File: config.mk
export PLATFORM = sky130hd
export DESIGN_NAME = icl_cmp
export DESIGN_NICKNAME = d
export VERILOG_FILES = /design/src/rtl/icl_pkg.sv /design/src/rtl/icl_cmp.sv
export SDC_FILE = /design/constraint.sdc
export NUM_CORES = 1
export LEC_CHECK = 0
export BUFFER_PORTS_ARGS = -buffer_cell sky130_fd_sc_hd__buf_2
export CELL_PAD_IN_SITES_DETAIL_PLACEMENT = 0
export CELL_PAD_IN_SITES_GLOBAL_PLACEMENT = 1
export CORE_MARGIN = 3
export CORE_UTILIZATION = 30
export DETAILED_ROUTE_END_ITERATION = 6
export GPL_TIMING_DRIVEN = 0
export PLACE_DENSITY = 0.95
export SYNTH_ARGS = -nofsm -noshare
export SYNTH_HDL_FRONTEND = slang
export SYNTH_SLANG_ARGS = --single-unit
File: constraint.sdc
create_clock -name vclk -period 3.29
set_input_delay 0 -clock vclk [all_inputs]
set_output_delay 0 -clock vclk [all_outputs]
set_load 0.03 [all_outputs]
File: src/rtl/icl_pkg.sv
// Shared constants and types for the interval cursor lookup block.
`default_nettype none
package icl_pkg;

    // Table geometry and time width
    localparam int MAX_ENTRIES = 1024;
    localparam int IDX_W       = 10;
    localparam int TIME_W      = 48;
    localparam int CNT_W       = 11;
    localparam int CUR_W       = IDX_W + 2;

    // Stream and register port widths
    localparam int IN_DATA_W   = 160;
    localparam int OUT_DATA_W  = 16;
    localparam int APB_ADDR_W  = 3;
    localparam int APB_DATA_W  = 32;

    // Register map, as word index taken from paddr
    localparam logic REG_ENTRY_COUNT = 1'b0;

    // Command codes carried in the input tuser bit
    localparam logic CMD_LOAD  = 1'b0;
    localparam logic CMD_QUERY = 1'b1;

    // Comparator outcome of stored time against query time
    typedef struct packed {
        logic gt;
        logic lt;
    } t_cmp_res;

endpackage
`default_nettype wire

File: src/rtl/icl_cmp.sv
// Shared magnitude comparator: stored time against the query time.
`default_nettype none
module icl_cmp (
    input  wire logic [icl_pkg::TIME_W-1:0] i_stored,
    input  wire logic [icl_pkg::TIME_W-1:0] i_query,
    output icl_pkg::t_cmp_res               o_res
);

    // Unsigned compare from one subtraction and an equality test
    logic [icl_pkg::TIME_W:0] w_diff;
    logic                     w_eq;

    assign w_diff   = {1'b0, i_query} - {1'b0, i_stored};
    assign w_eq     = (i_stored == i_query);
    assign o_res.gt = w_diff[icl_pkg::TIME_W];
    assign o_res.lt = !w_diff[icl_pkg::TIME_W] && !w_eq;

endmodule
`default_nettype wire
==> PnR_summary.wiki <==
{| class="wikitable"
! Metric !! Value
|-
| Cts hold-fix bufs || 0
|-
| Number of placement rows || 23
|-
| Share of cell area taken by muxes after synthesis || 0
|-
| Average via count per standard cell || about 4.5
|-
| Leakage power of the design || roughly 0.0012 uW
|-
| Avg Synthesized Cell Area || approximately 7.2 um^2
|-
| Sum of negative setup slack || 0 ns
|-
| Initial antenna violation count || 0
|-
| Storage element area || 0 um^2
|-
| Core outline area || between 4000 and 5000 um^2
|-
| Minimum clock period || about 1.8 ns
|-
| Maximum capacitance violations || 0
|-
| Number of I/O port buffers || 98
|-
| Post-CTS Setup Bufs || 0
|-
| Final critical-path setup slack || roughly 1.5 ns
|-
| Depth of the worst hold-timing path || 6
|-
| Count of synthesis-stage warnings from yosys || 0
|-
| Area of the multi-input gates || 1120 um^2
|-
| Top cells by area, synth || sky130_fd_sc_hd__ha_1, sky130_fd_sc_hd__inv_1, sky130_fd_sc_hd__a21oi_1
|-
| Max Transition Viols Final || 0
|-
| Slew at the pin closest to its max-slew limit || 0.572 ns
|-
| Remaining DRCs || 0
|-
| I/O pins || 98
|-
| Full die area || just over 5000 um^2
|-
| Final net count || about 430
|-
| All-Layer GR Usage || 0.114
|-
| Pre-CTS setup slack || roughly 1.5 ns
|-
| Routed via count || 1474
|-
| Type of the worst min-delay path || in -> out
|-
| Cell taking the most area after synthesis || sky130_fd_sc_hd__ha_1
|-
| Crit. Startpoint || i_stored[46]
|-
| Synthesized-area fraction occupied by xor and xnor cells || 0
|-
| Synthesized cell area || roughly 1300 um^2
|-
| Sequential cells || 0
|-
| Worst Setup End Kind || output pin
|-
| Inserted Diodes || 0
|-
| Number of fill cells in the layout || between 400 and 500
|-
| Final weighted congestion of routability-driven global placement || 0.697
|-
| Simple-gate share of the synthesized area || 0.190
|-
| Endpoint of the worst hold path || o_res[1]
|-
| Setup repair after global routing missed its margin || no
|-
| Hold violation count in the final report || 0
|-
| Remaining global-route overflow || 0
|-
| Kind of cell with the highest combined delay on the critical path || simple AND/OR/NAND/NOR gates
|-
| Total buffers and inverters traversed by the critical path || 3
|-
| Library cells used by synthesis || 33
|-
| Number of cells produced by synthesis || 181
|-
| Start-to-end type of the worst setup path || in -> out
|-
| Worst slew margin relative to its limit || 0.615
|-
| Slowest cell on the critical path || sky130_fd_sc_hd__or4_4
|-
| # resized after CTS || 0
|-
| Ratio of final minimum period to clock period || 0.544
|-
| Portion of synthesized cell area occupied by the leading cell type || 0.461
|-
| Total nets after synthesis || between 300 and 400
|-
| Die height || 71.9 um
|-
| DRC marker count from the first detailed-route iteration || 13
|-
| Fraction of layout instances using a drive strength above 1 || 0.369
|-
| Outcome || completed
|-
| Main combinational cell family by area after synthesis || adder cells
|-
| Synth top cells by count || sky130_fd_sc_hd__inv_1, sky130_fd_sc_hd__ha_1, sky130_fd_sc_hd__a21oi_1
|-
| Via count of the first global-routing pass || 1345
|-
| Post-synthesis compound-gate area fraction || 0.208
|-
| Cell repeated most along the worst path || sky130_fd_sc_hd__buf_2
|-
| Synthesis-to-finish area growth || 42.4%
|-
| PD cells || roughly 110 nW/um^2
|-
| Placed wire-length estimate after detailed placement || 3.05 mm
|-
| Hold Crit Start || i_query[31]
|-
| Maximum number of pins on one net before global-route repair || 6
|-
| CP startpoint kind || input pin
|-
| Slowest Stage Delay on Critical Path || about 0.60 ns
|-
| Worst-path cell chain || buf_2 > inv_1 > ha_1 > nand4_2 > or4_4 > a31o_1 > a21o_1 > nand3_2 > buf_2
|-
| Wire length of the first global-routing pass || roughly 5.2 mm
|-
| Initial standard-cell utilization of the core || 0.319
|-
| Antenna Nets Post-Route || 0
|-
| Data arrival at the endpoint of the critical path || about 1.8 ns
|-
| Highest net fanout along the worst path || 4
|-
| Detailed Routing Iterations Pass 1 || 4
|-
| Maximum operating frequency || roughly 560 MHz
|-
| Clock buffers || 0
|-
| Post-synthesis adder-cell area fraction || 0.461
|-
| Sequential share of the synthesized area || 0
|-
| Drt total wl || approximately 3.1 mm
|-
| Final number of setup-violating endpoints || 0
|-
| Endpoint required time on the critical path || ~3.3 ns
|-
| Peak ir drop on the vdd network || 40.0 uV
|-
| Most repeated cell in the gate-level netlist after synthesis || sky130_fd_sc_hd__inv_1
|-
| Routed length per instance || 9.53 um
|-
| Width of the chip || about 72 um
|}
==> kinds of logic (layout without fill, tap and decap cells) <==
kind of cell | Yosys count | count (layout)
buffers and inverters | 49 | 147
AO/OA/AOI/OAI | 44 | 44
AND/OR/NAND/NOR | 40 | 40
adder cells (fa/ha/maj) | 48 | 48
==> layout by cell type, fill, tap and decap left out, types with 2 or more instances in the layout <==
| cell type | synthesis | routed |
|---|---|---|
| sky130_fd_sc_hd__nor4_1 | 2 | 2 |
| sky130_fd_sc_hd__nor3_1 | 3 | 3 |
| sky130_fd_sc_hd__inv_1 | 49 | 49 |
| sky130_fd_sc_hd__nand4_1 | 7 | 7 |
| sky130_fd_sc_hd__a21o_1 | 3 | 3 |
| sky130_fd_sc_hd__nor2_1 | 4 | 4 |
| sky130_fd_sc_hd__nand4_2 | 2 | 2 |
| sky130_fd_sc_hd__nand2_1 | 10 | 10 |
| sky130_fd_sc_hd__nand3_1 | 4 | 4 |
| sky130_fd_sc_hd__a21oi_1 | 22 | 22 |
| sky130_fd_sc_hd__o21ai_0 | 4 | 4 |
| sky130_fd_sc_hd__buf_2 | 0 | 98 |
| sky130_fd_sc_hd__o21a_1 | 2 | 2 |
| sky130_fd_sc_hd__ha_1 | 48 | 48 |
| sky130_fd_sc_hd__o21ai_1 | 2 | 2 |
==> layer usage <==
layer	GRT usage	vias to the layer above	part of all wire
met4	0	0	0
met1	0.147	584	0.41
met2	0.215	54	0.49
li1	-	836	-
met3	0.0152	0	0.099
met5	0	-	0
==> how the worst max path moves through the flow <==
stage / slack (ns) / cells after the start / to
floorplan: 1.55 / 7 / o_res[1]
global placement: 1.50 / 9 / o_res[0]
detailed placement: 1.48 / 9 / o_res[0]
CTS: 1.48 / 9 / o_res[0]
global route: 1.36 / 9 / o_res[0]
finish: 1.50 / 9 / o_res[0]
==> final cells by class <==
cell class | count | share of cell area
multi-input cells | 132 | 0.603
inverters | 49 | 0.0991
repair buffers | 98 | 0.264
well taps | 50 | 0.0337
==> through the flow <==
stage,instances,instance area (um^2),utilization,total power (uW),hold WS [ns]
2_1_floorplan,181,1300,-,122,0.416
3_3_place_gp,329,1860,0.454,200,0.617
3_5_place_dp,329,1860,0.454,205,0.612
4_1_cts,329,1860,0.454,206,0.613
5_1_grt,329,1860,0.454,237,0.674
6_report,329,1860,0.454,202,0.605
==> report_power, final <==
part	switching (uW)	total, uW	internal (uW)
Combinational	97.6	202	105
Clock	0	0	0
Sequential	0	0	0
Total	97.6	202	105
(Power assumes the default switching activity.)
