$ cat config.mk
export PLATFORM = sky130hd
export DESIGN_NAME = icl_ram
export DESIGN_NICKNAME = d
export VERILOG_FILES = /design/src/rtl/icl_ram.sv
export SDC_FILE = /design/constraint.sdc
export NUM_CORES = 1
export LEC_CHECK = 0
export BUFFER_PORTS_ARGS = -buffer_cell sky130_fd_sc_hd__buf_4
export CORE_UTILIZATION = 55
export DETAILED_ROUTE_END_ITERATION = 8
export HOLD_SLACK_MARGIN = 0.05
export PLACE_DENSITY = 0.77
export SYNTH_ARGS = -nofsm -noshare
export SYNTH_HDL_FRONTEND = slang
export SYNTH_SLANG_ARGS = --single-unit
$ cat constraint.sdc
create_clock -name i_clk -period 2.1 [get_ports i_clk]
set_input_delay 0.42 -clock i_clk [delete_from_list [all_inputs] [get_ports i_clk]]
set_output_delay 0.42 -clock i_clk [all_outputs]
set_load 0.02 [all_outputs]
$ cat src/rtl/icl_ram.sv
// Generic simple dual-port RAM with one write port and a registered read port.
`default_nettype none
module icl_ram #(
    parameter int WIDTH = 8,
    parameter int DEPTH = 16
) (
    input  wire logic                     i_clk,
    input  wire logic                     i_we,
    input  wire logic [$clog2(DEPTH)-1:0] i_waddr,
    input  wire logic [WIDTH-1:0]         i_wdata,
    input  wire logic                     i_re,
    input  wire logic [$clog2(DEPTH)-1:0] i_raddr,
    output logic      [WIDTH-1:0]         o_rdata
);

    logic [WIDTH-1:0] r_mem [DEPTH];

    // Write one entry, read one entry into the output register
    always_ff @(posedge i_clk) begin
        if (i_we) begin
            r_mem[i_waddr] <= i_wdata;
        end
        if (i_re) begin
            o_rdata <= r_mem[i_raddr];
        end
    end

endmodule
`default_nettype wire

==> qor.csv, run 1 <==
stage,metric,value,unit
status,outcome,"complete, no violations",
sta,rsz0062_at_grt,no,
worst_hold_path,hp-start,i_wdata[2],
setup_path,timing.reg2reg.worst_path_depth,3,
sta,finalSetupViolCount,0,
setup_path,setup.worst_path.class,reg -> out,
worst_hold_path,worstHoldPathType,in -> reg,
final_layout,fillers,559,
final_layout,final_nets,304,
clock_tree,cts-resized-gates,0,
sta,fin_setup_tns,0,ns
setup_path,critical_path.max_fanout,1,
clock_tree,cts_tree,yes,
sta,timing.final.crit_period,1.56,ns
yosys,ys_warn_count,0,
setup_path,worstPathCellList,buf_4,
yosys,post_synth_xor_area_fraction,0,
routing,drt-initial-drc-count,156,
clock_tree,cts_hold_buffers,0,
routing,detail_route.drc_violations,0,
yosys,ys_seq_elements,136,
grt,global_route.overflow_total,0,
yosys,yosysSeqAreaShare,0.781,
final_layout,final_common_cell,sky130_fd_sc_hd__edfxtp_1,
sta,worstMarginPinSlew,0.441,ns
sta,fmaxAchievable,641,MHz
floorplan,die_h,99.5,um
floorplan,fp.coreArea,9240,um^2
setup_path,r2r-start,r_mem[9][5]$_DFFE_PP_,
placement,hpwl,6.14,mm
routing,route.detailed.wl_per_inst,24.0,um
setup_path,worstSetupEndpointType,output pin,
sta,clock-skew-final,0.00563,ns
worst_hold_path,timing.hold.worst_endpoint,r_mem[13][2]$_DFFE_PP_,
setup_path,worst_reg_to_reg_setup_slack,0.56,ns
clock_tree,cts.root.buffer_cell,sky130_fd_sc_hd__clkbuf_8,
clock_tree,cts.repair_timing.setup_buffer_count,0,
yosys,postSynthNetCount,248,
final_layout,multi_input_area,1060,um^2
setup_path,startpoint_type,flip-flop,
clock_tree,clk_latency,0.51,ns
placement,port_buffers,26,
grt,antenna_violations_before_repair,0,
worst_hold_path,number_of_stages_on_the_worst_hold_path,1,
yosys,yosys-mux-area-fraction,0.148,
sta,report.final.slew_viol_count,0,
grt,grt_pass1_vias,2614,
run,drv_cap,0,
pwr,power_density,1020,nW/um^2
final_layout,regArea,4080,um^2
final_layout,antennaDiodeCount,0,
yosys,synth_compound_gate_area_share,0.0230,
final_layout,synthToLayoutAreaGrowth,20.4,%
yosys,netlist_instances,229,
final_layout,utilization,0.681,
yosys,yosys.area_share.adder,0,
setup_path,critical_path.reg2reg.endpoint,o_rdata[5]$_DFFE_PP_,
setup_path,crit_family,flip-flops,
floorplan,die_w,99.5,um
yosys,post_synth_num_cell_types,18,
routing,via_per_inst,5.88,
yosys,post_synth_and_or_nand_nor_area_fraction,0.0314,
grt,globalRouteTotalUtil,0.233,
final_layout,most_frequent_cells_in_the_layout,"136 x sky130_fd_sc_hd__edfxtp_1, 45 x sky130_fd_sc_hd__buf_4, 18 x sky130_fd_sc_hd__mux4_2",
setup_path,critPathSlowestCell,sky130_fd_sc_hd__edfxtp_1,
floorplan,floorplan.rows,35,
floorplan,floorplan.die_area,9900,um^2
routing,via_count_of_the_routed_design,2509,
setup_path,max_stage_delay,0.44,ns
pwr,static-leakage-power,2.14,nW
clock_tree,max-clock-path-buffers,2,
placement,place_congestion,0.717,
yosys,synth_top_family_by_area,multiplexers,
grt,grt_first_pass_wirelength,15.5,mm
pwr,max-vdd-ir-drop,710,uV
routing,ant_nets,0,
setup_path,cp.buffers_inverters,1,
sta,hold_viol,0,
floorplan,effective_utilization_at_floorplan,0.566,
final_layout,final_layout_size_suffix_gt1_frac,0.326,
sta,post-route-period-util,0.742,
yosys,synthesis.area_per_instance,22.8,um^2
clock_tree,cts_sinks,136,
clock_tree,cts_htree_levels,4,
floorplan,ioPinCount,27,
grt,pin_count_of_the_biggest_net_entering_global_routing,33,
clock_tree,clk_pin_slew,0.06,ns
clock_tree,cts_inserted_buffers,17,
routing,routed_wire_length,10.3,mm
sta,slew_headroom,0.706,
setup_path,crit_arrival,1.14,ns
yosys,syn_area,5230,um^2
routing,drt_pass_1_iters,4,
setup_path,worst_ep_required_time,1.68,ns
==> flip-flops by register name, summed over array words and instances, names as in the netlist <==
register,flops
o_rdata,8
r_mem,128
==> synth_stat cells <==
| master | instances | area share |
|---|---|---|
| sky130_fd_sc_hd__mux4_1 | 14 | 0.070 |
| sky130_fd_sc_hd__nor2b_1 | 1 | 0.0012 |
| sky130_fd_sc_hd__nand2b_1 | 2 | 0.0024 |
| sky130_fd_sc_hd__and2b_1 | 1 | 0.0014 |
| sky130_fd_sc_hd__edfxtp_1 | 136 | 0.78 |
| sky130_fd_sc_hd__nor2_1 | 13 | 0.0093 |
| sky130_fd_sc_hd__buf_6 | 3 | 0.0065 |
| sky130_fd_sc_hd__nand3b_1 | 2 | 0.0029 |
| sky130_fd_sc_hd__and2_1 | 1 | 0.0012 |
| sky130_fd_sc_hd__buf_4 | 1 | 0.0014 |
| sky130_fd_sc_hd__clkdlybuf4s25_2 | 3 | 0.0057 |
| sky130_fd_sc_hd__or3b_2 | 1 | 0.0017 |
| sky130_fd_sc_hd__mux4_2 | 18 | 0.078 |
| sky130_fd_sc_hd__nand3_1 | 1 | 0.00096 |
| sky130_fd_sc_hd__nand2_1 | 9 | 0.0065 |
| sky130_fd_sc_hd__nor3_1 | 4 | 0.0038 |
| sky130_fd_sc_hd__buf_2 | 3 | 0.0029 |
| sky130_fd_sc_hd__a22oi_1 | 16 | 0.023 |
==> per-layer routing <==
layer	GRT usage	wire length, um	vias to the layer above
met4	0.120	182	0
met5	0	0	-
met3	0.0639	846	17
li1	-	-	1094
met1	0.301	3770	1276
met2	0.366	5460	122
==> area by class of cell <==
type / instances / area share
clock buffers: 17 / 0.0658
well taps: 129 / 0.0256
repair buffers: 47 / 0.0600
flip-flops and latches: 136 / 0.649
multi-input cells: 83 / 0.168
clock inverters: 15 / 0.0318
==> worst max-delay path by stage <==
stage                          from                     to  depth (start not counted)
2_1_floorplan            i_waddr[2]  r_mem[0][0]$_DFFE_PP_                          2
3_3_place_gp             i_raddr[0]   o_rdata[3]$_DFFE_PP_                          5
3_5_place_dp             i_raddr[0]   o_rdata[5]$_DFFE_PP_                          5
4_1_cts        o_rdata[4]$_DFFE_PP_             o_rdata[4]                          1
5_1_grt        o_rdata[4]$_DFFE_PP_             o_rdata[4]                          1
6_report       o_rdata[4]$_DFFE_PP_             o_rdata[4]                          1
==> kinds of logic after synthesis <==
group | Yosys count
AO/OA/AOI/OAI | 16
flip-flops | 136
AND/OR/NAND/NOR | 35
multiplexers | 32
buffers and inverters | 10
==> through the flow <==
stage | area [um^2] | cells | worst slack, ns | power (mW) | hold WS, ns
after floorplan | 5230 | 229 | 0.187 | 3.30 | 0.519
after global placement | 5680 | 395 | 0.172 | 3.43 | 0.724
after detailed placement | 5680 | 395 | 0.143 | 3.45 | 0.730
after CTS | 6290 | 427 | 0.496 | 6.48 | 0.187
after global routing | 6290 | 427 | 0.497 | 6.62 | 0.200
final | 6290 | 427 | 0.541 | 6.43 | 0.205
==> power by group <==
| part | switching (mW) | internal [mW] | leakage [nW] |
|---|---|---|---|
| registers | 0.0201 | 3.06 | 1.24 |
| clock network | 1.11 | 1.93 | 0.293 |
| logic | 0.171 | 0.140 | 0.615 |
Power figures use the tool's default switching activity.
==> run 2, diff against run 1 <==
Clock period 2.1 ns to 1.45 ns, I/O delays scaled along.
==> qor.csv, run 2 (synthesis results as in run 1) <==
stage,metric,value,unit
grt,grt_pass1_vias,2550,
final_layout,antennaDiodeCount,0,
clock_tree,max-clock-path-buffers,2,
clock_tree,cts.root.buffer_cell,sky130_fd_sc_hd__clkbuf_8,
sta,final_critical_path_setup_slack,-0.0311,ns
final_layout,layoutNonFillerInstCount,431,
setup_path,critical_path.max_fanout,1,
final_layout,final_layout_size_suffix_gt1_frac,0.394,
final_layout,final_nets,308,
final_layout,largest_register_ffs,128,
floorplan,ioPinCount,27,
final_layout,synthToLayoutAreaGrowth,21.4,%
sta,finalSetupViolCount,1,
clock_tree,cts_inserted_buffers,17,
routing,drt_pass_1_iters,4,
placement,place_congestion,0.730,
setup_path,worst_ep_required_time,1.71,ns
placement,place.detailed.instances,399,
sta,slew_headroom,0.446,
grt,antenna_violations_before_repair,0,
clock_tree,cts_htree_levels,4,
setup_path,max_stage_delay,0.53,ns
pwr,power_density,1470,nW/um^2
sta,clock-skew-final,0.00611,ns
floorplan,fp.coreArea,9240,um^2
run,drv_cap,0,
setup_path,timing.reg2reg.worst_path_depth,3,
sta,worstMarginPinSlew,0.827,ns
routing,ant_nets,0,
setup_path,setup.worst_path.class,reg -> reg,
grt,global_route.overflow_total,0,
clock_tree,clk_pin_slew,0.06,ns
setup_path,startpoint_type,flip-flop,
sta,rsz0062_at_grt,yes,
final_layout,utilization,0.687,
floorplan,effective_utilization_at_floorplan,0.566,
setup_path,worstPathCellList,"mux4_2, a22oi_2, nand2_1",
sta,report.final.slew_viol_count,0,
sta,post-route-period-util,1.02,
worst_hold_path,number_of_stages_on_the_worst_hold_path,1,
worst_hold_path,hp-start,i_wdata[5],
pwr,totalPowerFinal,9.35,mW
routing,drt-initial-drc-count,200,
pwr,max-vdd-ir-drop,751,uV
final_layout,reg_top3,"r_mem: 128 flops, o_rdata: 8 flops",
clock_tree,cts_sinks,136,
grt,globalRouteTotalUtil,0.231,
clock_tree,clk_latency,0.52,ns
pwr,static-leakage-power,2.13,nW
setup_path,worstSetupEndpointType,flip-flop,
status,violated_checks,setup timing,
grt,pin_count_of_the_biggest_net_entering_global_routing,18,
setup_path,critical_path.reg2reg.endpoint,o_rdata[2]$_DFFE_PP_,
floorplan,die_h,99.5,um
setup_path,crit_arrival,1.75,ns
clock_tree,cts_tree,yes,
clock_tree,cts-resized-gates,2,
setup_path,worst_reg_to_reg_setup_slack,-0.03,ns
final_layout,regMostFlops,r_mem,
clock_tree,cts_hold_buffers,0,
routing,route.detailed.wl_per_inst,23.8,um
routing,detail_route.drc_violations,0,
placement,port_buffers,26,
placement,pre_cts_slack,-0.311,ns
routing,via_per_inst,5.82,
routing,routed_wire_length,10.2,mm
sta,fmaxAchievable,675,MHz
routing,via_count_of_the_routed_design,2508,
floorplan,floorplan.die_area,9900,um^2
setup_path,r2r-start,r_mem[2][2]$_DFFE_PP_,
worst_hold_path,worstHoldPathType,in -> reg,
clock_tree,cts.repair_timing.setup_buffer_count,0,
placement,hpwl,6.16,mm
setup_path,critPathSlowestCell,sky130_fd_sc_hd__mux4_2,
sta,timing.final.crit_period,1.48,ns
status,outcome,"finished, violations left",
sta,fin_worst_hold_slack,0.0643,ns
final_layout,final_common_cell,sky130_fd_sc_hd__edfxtp_1,
setup_path,worstSetupStartpoint,r_mem[2][2]$_DFFE_PP_,
floorplan,floorplan.rows,35,
final_layout,most_frequent_cells_in_the_layout,"136 x sky130_fd_sc_hd__edfxtp_1, 44 x sky130_fd_sc_hd__buf_4, 31 x sky130_fd_sc_hd__mux4_2",
grt,grt_first_pass_wirelength,15.3,mm
sta,hold_viol,0,
worst_hold_path,timing.hold.worst_endpoint,r_mem[7][5]$_DFFE_PP_,
floorplan,die_w,99.5,um
## run 2: final cells by class
type                       instances  area, um^2
tap                              129         161
clock inverter                    14         196
clock buffer                      18         418
sequential                       136        4080
fill                             563        2890
timing repair buffer              51         453
multi-input combinational         83        1030
## run 2: how the worst max path moves through the flow
stage / to / slack, ns / cells past startpoint
floorplan: r_mem[3][0]$_DFFE_PP_ / -0.11 / 2
global placement: o_rdata[4]$_DFFE_PP_ / -0.29 / 5
detailed placement: o_rdata[6]$_DFFE_PP_ / -0.31 / 5
CTS: o_rdata[2]$_DFFE_PP_ / -0.04 / 3
global route: o_rdata[2]$_DFFE_PP_ / -0.05 / 3
finish: o_rdata[2]$_DFFE_PP_ / -0.03 / 3
## run 2: stage by stage
step	TNS [ns]	area (um^2)
after floorplan	-3.57	5230
after global placement	-5.20	5710
after detailed placement	-5.33	5710
after CTS	-0.131	6340
after global routing	-0.171	6350
final	-0.0311	6350
## run 2: critical path: cells and delay by family (launching register included)
family / cells / cell delay, ns
DFF: 1 / 0.41
and+or+nand+nor: 1 / 0.08
AOI/OAI and AO/OA: 1 / 0.21
muxes: 1 / 0.53
## run 2: power by group
part / leakage, nW / switching (mW) / internal, mW
logic: 0.600 / 0.259 / 0.228
clock network: 0.292 / 1.60 / 2.80
registers: 1.24 / 0.0302 / 4.43
total: 2.13 / 1.89 / 7.46
## run 2: layer usage
| metal | wire length (um) | global-route usage | up-vias | share of wire |
|---|---|---|---|---|
| met2 | 5100 | 0.348 | 118 | 0.50 |
| met1 | 4040 | 0.325 | 1279 | 0.39 |
| met3 | 943 | 0.0703 | 17 | 0.092 |
| li1 | - | - | 1094 | - |
| met4 | 151 | 0.0871 | 0 | 0.015 |
| met5 | 0 | 0 | - | 0 |
==> run 3, diff against run 2 <==
Settings changed: CELL_PAD_IN_SITES_DETAIL_PLACEMENT from default to 2, CELL_PAD_IN_SITES_GLOBAL_PLACEMENT from default to 2, CORE_UTILIZATION 55 to 48, PLACE_DENSITY 0.77 to 0.82, RECOVER_POWER from default to 25.
==> qor.csv, run 3 (synthesis results as in run 1) <==
stage,metric,value,unit
final_layout,largest_register_ffs,128,
pwr,static-leakage-power,2.07,nW
setup_path,startpoint_type,flip-flop,
floorplan,effective_utilization_at_floorplan,0.500,
sta,hold_viol,0,
placement,port_buffers,26,
clock_tree,cts_tree,yes,
sta,worstMarginPinSlew,0.950,ns
final_layout,antennaDiodeCount,0,
setup_path,timing.reg2reg.worst_path_depth,3,
placement,place_congestion,0.698,
final_layout,utilization,0.600,
worst_hold_path,number_of_stages_on_the_worst_hold_path,1,
clock_tree,clk_latency,0.53,ns
pwr,max-vdd-ir-drop,912,uV
floorplan,floorplan.die_area,11300,um^2
sta,fin_worst_hold_slack,0.0807,ns
pwr,power_density,1480,nW/um^2
setup_path,setup.worst_path.class,reg -> reg,
clock_tree,cts.root.buffer_cell,sky130_fd_sc_hd__clkbuf_8,
routing,via_count_of_the_routed_design,2794,
routing,ant_nets,0,
clock_tree,cts_sinks,136,
grt,grt_pass1_vias,3009,
status,violated_checks,setup timing,
floorplan,die_w,106,um
final_layout,regArea,4080,um^2
routing,route.detailed.wl_per_inst,36.8,um
floorplan,ioPinCount,27,
floorplan,die_h,106,um
setup_path,worstSetupEndpointType,flip-flop,
grt,grt_first_pass_wirelength,22.9,mm
final_layout,final_common_cell,sky130_fd_sc_hd__edfxtp_1,
final_layout,final_nets,310,
status,outcome,"finished, violations left",
sta,final_critical_path_setup_slack,-0.169,ns
setup_path,crit_arrival,1.88,ns
setup_path,critical_path.max_fanout,1,
final_layout,multi_input_area,1040,um^2
run,drv_cap,0,
final_layout,fillers,842,
worst_hold_path,worstHoldPathType,in -> reg,
sta,timing.final.crit_period,1.62,ns
grt,antenna_violations_before_repair,0,
sta,slew_headroom,0.364,
clock_tree,max-clock-path-buffers,2,
sta,rsz0062_at_grt,yes,
pwr,totalPowerFinal,9.26,mW
sta,finalSetupViolCount,8,
setup_path,worst_ep_required_time,1.71,ns
routing,detail_route.drc_violations,0,
sta,post-route-period-util,1.12,
routing,via_per_inst,6.36,
sta,fmaxAchievable,618,MHz
routing,drt_pass_1_iters,5,
placement,pre_cts_slack,-0.444,ns
clock_tree,cts_htree_levels,4,
routing,drt-initial-drc-count,263,
final_layout,synthToLayoutAreaGrowth,20.0,%
final_layout,most_frequent_cells_in_the_layout,"136 x sky130_fd_sc_hd__edfxtp_1, 41 x sky130_fd_sc_hd__buf_4, 32 x sky130_fd_sc_hd__mux4_2",
placement,hpwl,8.42,mm
final_layout,reg_top3,"r_mem: 128 flops, o_rdata: 8 flops",
grt,global_route.overflow_total,0,
grt,pin_count_of_the_biggest_net_entering_global_routing,21,
clock_tree,cts_inserted_buffers,17,
sta,fin_setup_tns,-0.858,ns
grt,globalRouteTotalUtil,0.314,
sta,report.final.slew_viol_count,0,
floorplan,floorplan.rows,37,
clock_tree,clk_pin_slew,0.07,ns
final_layout,regMostFlops,r_mem,
floorplan,fp.coreArea,10500,um^2
routing,routed_wire_length,16.1,mm
final_layout,final_layout_size_suffix_gt1_frac,0.383,
sta,clock-skew-final,0.0127,ns
run 3: changes by cell type in the layout (fill, tap and decap cells not counted), sizes merged:
cell,before,now
clkbuf,18,23
buf,51,47
bufinv,4,2
clkinv,4,6
clkinvlp,3,5
inv,3,1
run 3: metal layers:
metal / vias to the layer above / part of all wire / GRT usage / wire, um
met2: 132 / 0.52 / 0.517 / 8350
met5: - / 0 / 0 / 0
li1: 1090 / - / - / -
met4: 0 / 0.023 / 0.119 / 369
met3: 28 / 0.051 / 0.0601 / 822
met1: 1544 / 0.41 / 0.416 / 6610
run 3: worst max-delay path, cell delays in order (launching register included):
cell and delay (ns):
sky130_fd_sc_hd__edfxtp_1 0.45, sky130_fd_sc_hd__mux4_2 0.52, sky130_fd_sc_hd__a22oi_2 0.26, sky130_fd_sc_hd__nand2_1 0.13
run 3: timing repair:
item,CTS,global route
endpoints found under the setup margin,10,10
pin swaps,1,2
gates resized for setup,3,4
setup buffers,0,0
hold buffers,0,0
gates cloned,0,0
run 3: final cells by class:
cell class              count  share of cell area
clock inverters            14              0.0213
repair buffers             53              0.0690
clock buffers              17              0.0660
flip-flops and latches    136               0.651
well taps                 136              0.0271
multi-input cells          83               0.166
run 3: where the power goes:
group	internal, mW	switching, mW	leakage [nW]
clock network	2.42	1.83	0.257
registers	4.43	0.0476	1.24
logic	0.223	0.315	0.580
run 3: final timing paths:
path / from / end / slack, ns
hold / removal: i_re / o_rdata[5]$_DFFE_PP_ / 0.08
setup / recovery: r_mem[2][7]$_DFFE_PP_ / o_rdata[7]$_DFFE_PP_ / -0.17
setup reg to reg: r_mem[2][7]$_DFFE_PP_ / o_rdata[7]$_DFFE_PP_ / -0.17
hold reg to reg: r_mem[11][4]$_DFFE_PP_ / o_rdata[4]$_DFFE_PP_ / 0.84
run 3: metrics by stage:
step | area [um^2] | cells
final | 6270 | 439
after global routing | 6270 | 439
after CTS | 6290 | 439
after detailed placement | 5730 | 408
after global placement | 5730 | 408
after floorplan | 5230 | 229
